**src/rtl/cfrc_pkg.sv**
```systemverilog
package cfrc_pkg;

    localparam int IDENT_W     = 29;
    localparam int EXT_SHIFT   = 18;
    localparam int DATA_BYTES  = 8;
    localparam int MASK_BITS   = 16;

    localparam logic [1:0] FUNC_LOAD_HDR = 2'd0;
    localparam logic [1:0] FUNC_LOAD_OPT = 2'd1;
    localparam logic [1:0] FUNC_CHECK    = 2'd2;

    localparam logic [1:0] DIR_BOTH = 2'd2;

    localparam logic [2:0] OPT_UPPER     = 3'd0;
    localparam logic [2:0] OPT_LOWER     = 3'd1;
    localparam logic [2:0] OPT_FMT_MASK  = 3'd2;
    localparam logic [2:0] OPT_LENGTH    = 3'd3;
    localparam logic [2:0] OPT_FORBIDDEN = 3'd4;

    typedef struct packed {
        logic [1:0]  func;
        logic [5:0]  slot;
        logic [10:0] base_id;
        logic [17:0] ext_id;
        logic        ide;
        logic        rtr;
        logic [1:0]  direction;
        logic [3:0]  count;
        logic [63:0] payload;
        logic [2:0]  option_kind;
        logic [2:0]  byte_first;
        logic [2:0]  byte_last;
    } t_in_word;

    typedef struct packed {
        logic [15:0] violation_mask;
        logic [4:0]  violation_count;
    } t_out_word;

    typedef struct packed {
        logic [IDENT_W-1:0] ident;
        logic               ext;
        logic [1:0]         dir;
        logic               req;
        logic [3:0]         nopt;
    } t_rule_hdr;

    typedef struct packed {
        logic [2:0]  kind;
        logic [2:0]  first;
        logic [2:0]  last;
        logic [63:0] operand;
    } t_opt_entry;

    typedef enum logic [2:0] {
        S_IDLE,
        S_HDR_RD,
        S_HDR_EV,
        S_OPT,
        S_DONE
    } t_state;

endpackage

```
**src/rtl/cfrc_opt_eval.sv**
```systemverilog
module cfrc_opt_eval (
    input  cfrc_pkg::t_opt_entry i_opt,
    input  logic [63:0]          i_data,
    input  logic [3:0]           i_dlc,
    output logic                 o_pass
);
    import cfrc_pkg::*;

    logic [63:0] range_mask;
    logic [63:0] range_sum;
    logic        hit;
    logic [3:0]  scan_len;

    // byte j of the sum is simply data byte j when j lies in the range
    always_comb begin
        range_mask = '0;
        hit        = 1'b0;
        scan_len   = (i_dlc > 4'(DATA_BYTES)) ? 4'(DATA_BYTES) : i_dlc;
        for (int j = 0; j < DATA_BYTES; j++) begin
            if ((3'(j) >= i_opt.first) && (3'(j) <= i_opt.last)) begin
                range_mask[8*j +: 8] = 8'hff;
            end
            if ((4'(j) < scan_len) && (i_opt.operand[63:8] == '0)
                    && (i_data[8*j +: 8] == i_opt.operand[7:0])) begin
                hit = 1'b1;
            end
        end
        range_sum = i_data & range_mask;
    end

    always_comb begin
        case (i_opt.kind)
            OPT_UPPER:     o_pass = (range_sum <= i_opt.operand);
            OPT_LOWER:     o_pass = (range_sum >= i_opt.operand);
            OPT_FMT_MASK:  o_pass = ((i_data[7:0] & i_opt.operand[7:0]) != 8'd0);
            OPT_LENGTH:    o_pass = ({60'd0, i_dlc} == i_opt.operand);
            OPT_FORBIDDEN: o_pass = !hit;
            default:       o_pass = 1'b1;
        endcase
    end

endmodule

```
**config.mk**
```make
export PLATFORM = sky130hd
export DESIGN_NAME = cfrc_opt_eval
export DESIGN_NICKNAME = d
export VERILOG_FILES = /design/src/rtl/cfrc_pkg.sv /design/src/rtl/cfrc_opt_eval.sv
export SDC_FILE = /design/constraint.sdc
export NUM_CORES = 1
export LEC_CHECK = 0
export BUFFER_PORTS_ARGS = -buffer_cell sky130_fd_sc_hd__buf_2
export CORE_MARGIN = 5
export CORE_UTILIZATION = 51
export DETAILED_ROUTE_END_ITERATION = 10
export PLACE_DENSITY = 0.86
export SLEW_MARGIN = 20
export SYNTH_ARGS = -nofsm -noshare
export SYNTH_HDL_FRONTEND = slang
export SYNTH_SLANG_ARGS = --single-unit
export TNS_END_PERCENT = 50
```
**constraint.sdc**
```tcl
create_clock -name vclk -period 5.3
set_clock_uncertainty 0.15 [all_clocks]
set_input_delay 1.06 -clock vclk [all_inputs]
set_output_delay 1.06 -clock vclk [all_outputs]
set_load 0.005 [all_outputs]
```
Yosys cells after proc, flatten, opt, wreduce, memory -nomap -nowiden --
Cells that the tools add are included.
Word-level totals: output and inout bits 1, bits of input ports 141, logic and storage cells 88, register bits 0
Cells by class: bitwise operators 2, reductions and logical operators 28, mux-type cells 18, equal/unequal tests 13, $lt $le $gt $ge 27
Operator list (number):
- 64-bit bitwise AND | 1
- 4-bit by 64-bit equality test with 1-bit output | 1
- 8-bit equality test | 8
- 64-bit greater-or-equal comparator | 1
- 64-bit less-or-equal comparator | 1
- 8-bit 2-to-1 mux | 8
- 56-bit logical NOT | 1
- 1-bit logical AND | 24
- 3-bit by 4-bit less-than comparator with 1-bit output, first input constant | 4
- 3-bit greater-or-equal comparator, first input constant | 4
- 3-bit less-or-equal comparator, first input constant | 4
- 8-bit bitwise AND | 1
- 1-bit by 4-bit less-than comparator with 1-bit output, first input constant | 2
- 2-bit by 4-bit less-than comparator with 1-bit output, first input constant | 2
- 1-bit 2-to-1 mux | 8
- 8-bit nonzero test | 1
- 3-bit by 2-bit equality test with 1-bit output, second input constant | 2
- 1-bit by 3-bit greater-or-equal comparator with 1-bit output, first input constant | 2
- 2-bit by 3-bit greater-or-equal comparator with 1-bit output, first input constant | 2
- 1-bit by 3-bit less-or-equal comparator with 1-bit output, first input constant | 2
- 2-bit by 3-bit less-or-equal comparator with 1-bit output, first input constant | 2
- 1-bit case mux with 5 select lines | 1
- 4-bit > comparator, second input constant | 1
- 4-bit 2-to-1 mux | 1
- 4 further kinds | 4

Logic depth before layout (Yosys ltp) --
depth after elaboration 15, depth in mapped cells 13, mapped depth without buffers 12

Least setup slack after synthesis --
No wires, ideal clock.
path type input to output, from in i_opt[66] in the netlist's numbering, to out o_pass, data arrival time 3588 ps, path buffers 0, slack 502 ps, stages on the path 11, data required time 4090 ps, path through and3_1 -> and2_1 -> ha_1 -> nand4_1 -> or4_4 -> nor4b_2 -> nand2_1 -> or3_1 -> nand3b_1 -> mux2i_1 -> o311ai_1
Between the ends: cells in the longest elaborated chain, start to end 6, elaborated cells between the ends (all ways) 28, classes of those cells order compare: 10; mux: 9; bitwise: 1; reduce/logical: 8
Ends and longest elaborated chain:
- start: declaration | RTL line cfrc_opt_eval.sv:2 | input cfrc_pkg::t_opt_entry i_opt,
- 1-bit by 3-bit less-or-equal comparator with 1-bit output, or another cell as far along | RTL line cfrc_opt_eval.sv:20 | if ((3'(j) >= i_opt.first) && (3'(j) <= i_opt.last)) begin
- 1-bit logical AND | RTL line cfrc_opt_eval.sv:20
- 8-bit 2-to-1 mux | RTL line cfrc_opt_eval.sv:20
- 64-bit bitwise AND * | RTL line cfrc_opt_eval.sv:28 | range_sum = i_data & range_mask;
- 64-bit greater-or-equal comparator or 64-bit less-or-equal comparator (tied branches) | RTL line cfrc_opt_eval.sv:34, cfrc_opt_eval.sv:33
- 1-bit case mux with 5 select lines * | RTL line cfrc_opt_eval.sv:32 | case (i_opt.kind)
- end: declaration | RTL line cfrc_opt_eval.sv:5 | output logic o_pass
Mark *: on every way between the ends. The rest lies on a longest branch, timed or not.

Worst setup path in the final report --
from in i_opt[65] in the netlist's numbering, to out o_pass
The elaborated chain is that of the path after synthesis.

==> impl_metrics.yaml <==
run_status:
  status: "finished clean"
final_layout:
  seq_cell_count: 0
  area_growth_pct: 35.3
  final_nets: 806
  n_antenna_cell: 0
  fin_cells: 666
  seq_area_sq_um: 0
  final_layout_size_suffix_gt1_frac: 0.315
  clkbuf_count: 0
  n_fill_cell: 507
detailed_routing:
  wl_met3_um: 1040
  dr.pass1.iters: 5
  routed_wl_um: 11900
  wl_met1_um: 4610
  viasPerCell: 5.97
  antenna_left: 0
  met2_length_um: 5850
  drt-initial-drc-count: 295
  drc_errors: 0
  wl_per_cell_um: 17.8
  maxUsedRoutingLayer: "met4"
  num_vias: 3977
synth:
  synth_area_leader_cell: "ha_1"
  syn_avg_cell_area_sq_um: 7.05
  syn_area_sq_mm: 0.00314
  synth_nets: 659
  ys_warn_count: 0
  synth_top_area_share: 0.287
  ys_types: 40
  synthesis.instances: 446
  ys_top_cells_by_area: "ha_1, and2_1, xnor2_1"
  ys_seq_area_frac: 0
pwr:
  seqPwrFrac: 0
  powerDensity_mw_per_mm2: 68.2
  peakVddDrop_uv: 42.1
  p_leak_nw: 2.31
  internal-power_uw: 134
  p_switching_uw: 156
  comb_power_share: 1.000
  p_sw_frac: 0.538
  pwr-share-clk: 0
global_route:
  grt_pass1_wl_um: 17700
  overflow: 0
  grt_start_max_net_pins: 11
  first_global_vias: 3937
  antenna_found_initial: 0
  grt_usage: 0.279
sta:
  min_period_ns: 5.27
  tightest_slew_ns: 0.712
  drv_slew: 0
  finalSetupViolCount: 0
  max_slew_margin: 0.521
  clock.fmax_mhz: 190
  timing.hold.ws_ns: 2.46
  post-route-period-util: 0.993
  grt_setup_unrepaired: "true"
  hold_viol_final: 0
flow_run:
  drv_cap: 0
placed_design:
  dp_cells: 661
  io_buffers: 142
  place_congestion: 0.935
  hpwl_um: 9650
floorplan:
  initial_core_util: 0.528
  core-area_sq_mm: 0.00596
  dieArea_sq_mm: 0.00784
  io_pins: 142
  die_h_um: 88.5
  die_x_um: 88.5
  rows: 28
hold_path:
  hold_path_class: "in2out"
worst_setup_path:
  worstPathRequired_ns: 4.09
  critPathCaptureType: "output pin"
  start_kind: "input port"
  crit_type: "in2out"
  crit_fanout: 8
  cp.arrival_ns: 4.06
clock_network:
  cts_hold_buf: 0
[worst paths after layout]
kind                   from  endpoint  slack [ns]  depth (start not counted)
hold / removal    i_opt[72]    o_pass        2.46                          4
setup / recovery  i_opt[65]    o_pass        0.03                         13
[cells in the mapped netlist, drive strengths merged]
cell / number
ha: 72
inv: 65
and2: 57
xnor2: 31
xor2: 29
a21oi: 28
nor4: 27
nand4: 26
nand2: 20
nand3: 11
and3: 9
clkbuf: 9
nor2: 8
nor3: 8
o21ai: 7
a21o: 6
a211oi: 4
a31oi: 4
nand2b: 3
a221oi: 2
nor4b: 2
o311ai: 2
or3: 2
a2111oi: 1
a221o: 1
a311oi: 1
a41oi: 1
and4: 1
mux2i: 1
nand3b: 1
nor2b: 1
o2111ai: 1
o211a: 1
o211ai: 1
o21bai: 1
or4: 1
or4b: 1
[area by class of cell]
| class | count | area, sq um | area share |
|---|---|---|---|
| inverter | 65 | 244 | 0.0574 |
| multi-input combinational | 372 | 3100 | 0.730 |
| tap | 75 | 93.8 | 0.0221 |
| timing repair buffer | 154 | 811 | 0.191 |
[layout by cell type (no fill, tap or decap), drive strengths merged, types with 20 or more instances in the layout]
cell and n:
ha 72, nand2 20, and2 57, nor4 27
xor2 29, a21oi 28, inv 65, buf 152
nand4 26, xnor2 31
[worst max-delay path, cell delays in order]
cell and delay (ns):
buf_4 0.15, and3_4 0.22, and2_1 0.17, ha_1 0.30
nand4_1 0.16, or4_4 0.61, nor4b_4 0.26, nand2_1 0.08
or3_4 0.37, nand3b_1 0.09, mux2i_1 0.07, o311ai_1 0.34
buf_2 0.18
[kinds of logic (layout without fill, tap and decap cells)]
group | count (synthesis) | in the layout | share of synthesized area
and+or+nand+nor | 178 | 178 | 0.334
buffers and inverters | 74 | 219 | 0.0883
adders and majority gates | 72 | 72 | 0.287
AOI/OAI and AO/OA | 61 | 61 | 0.121
xor gates and xnor gates | 60 | 60 | 0.167
muxes | 1 | 1 | 0.00318
[through the flow]
stage / TNS (ns) / worst slack [ns] / total power [mW] / instance area (sq um) / util
finish: 0 / 0.0346 / 0.290 / 4250 / 0.714
floorplan: 0 / 0.502 / 0.142 / 3140 / -
global route: -0.142 / -0.142 / 0.320 / 4250 / 0.714
CTS: 0 / 0.0198 / 0.261 / 3990 / 0.669
global placement: -0.0372 / -0.0372 / 0.248 / 3970 / 0.666
detailed placement: -0.0801 / -0.0801 / 0.259 / 3970 / 0.666
[layer usage]
layer,vias up,global-route usage
met2,213,0.523
met4,0,0.0549
met1,1844,0.341
met5,-,0
met3,45,0.0317
li1,1875,-
[power by group through the flow]
stage / Sequential [mW] / Clock, mW / Combinational, mW
after global routing: 0 / 0 / 0.320
final: 0 / 0 / 0.290
after CTS: 0 / 0 / 0.261
after global placement: 0 / 0 / 0.248
after floorplan: 0 / 0 / 0.142
after detailed placement: 0 / 0 / 0.259
[what timing repair did]
item | 4_1_cts | 5_1_grt
pin swaps | 1 | 17
resized for setup | 3 | 38
endpoints found under the setup margin | 1 | 1
buffers inserted | 0 | 5
No activity file was read; power rests on OpenSTA's default activity.
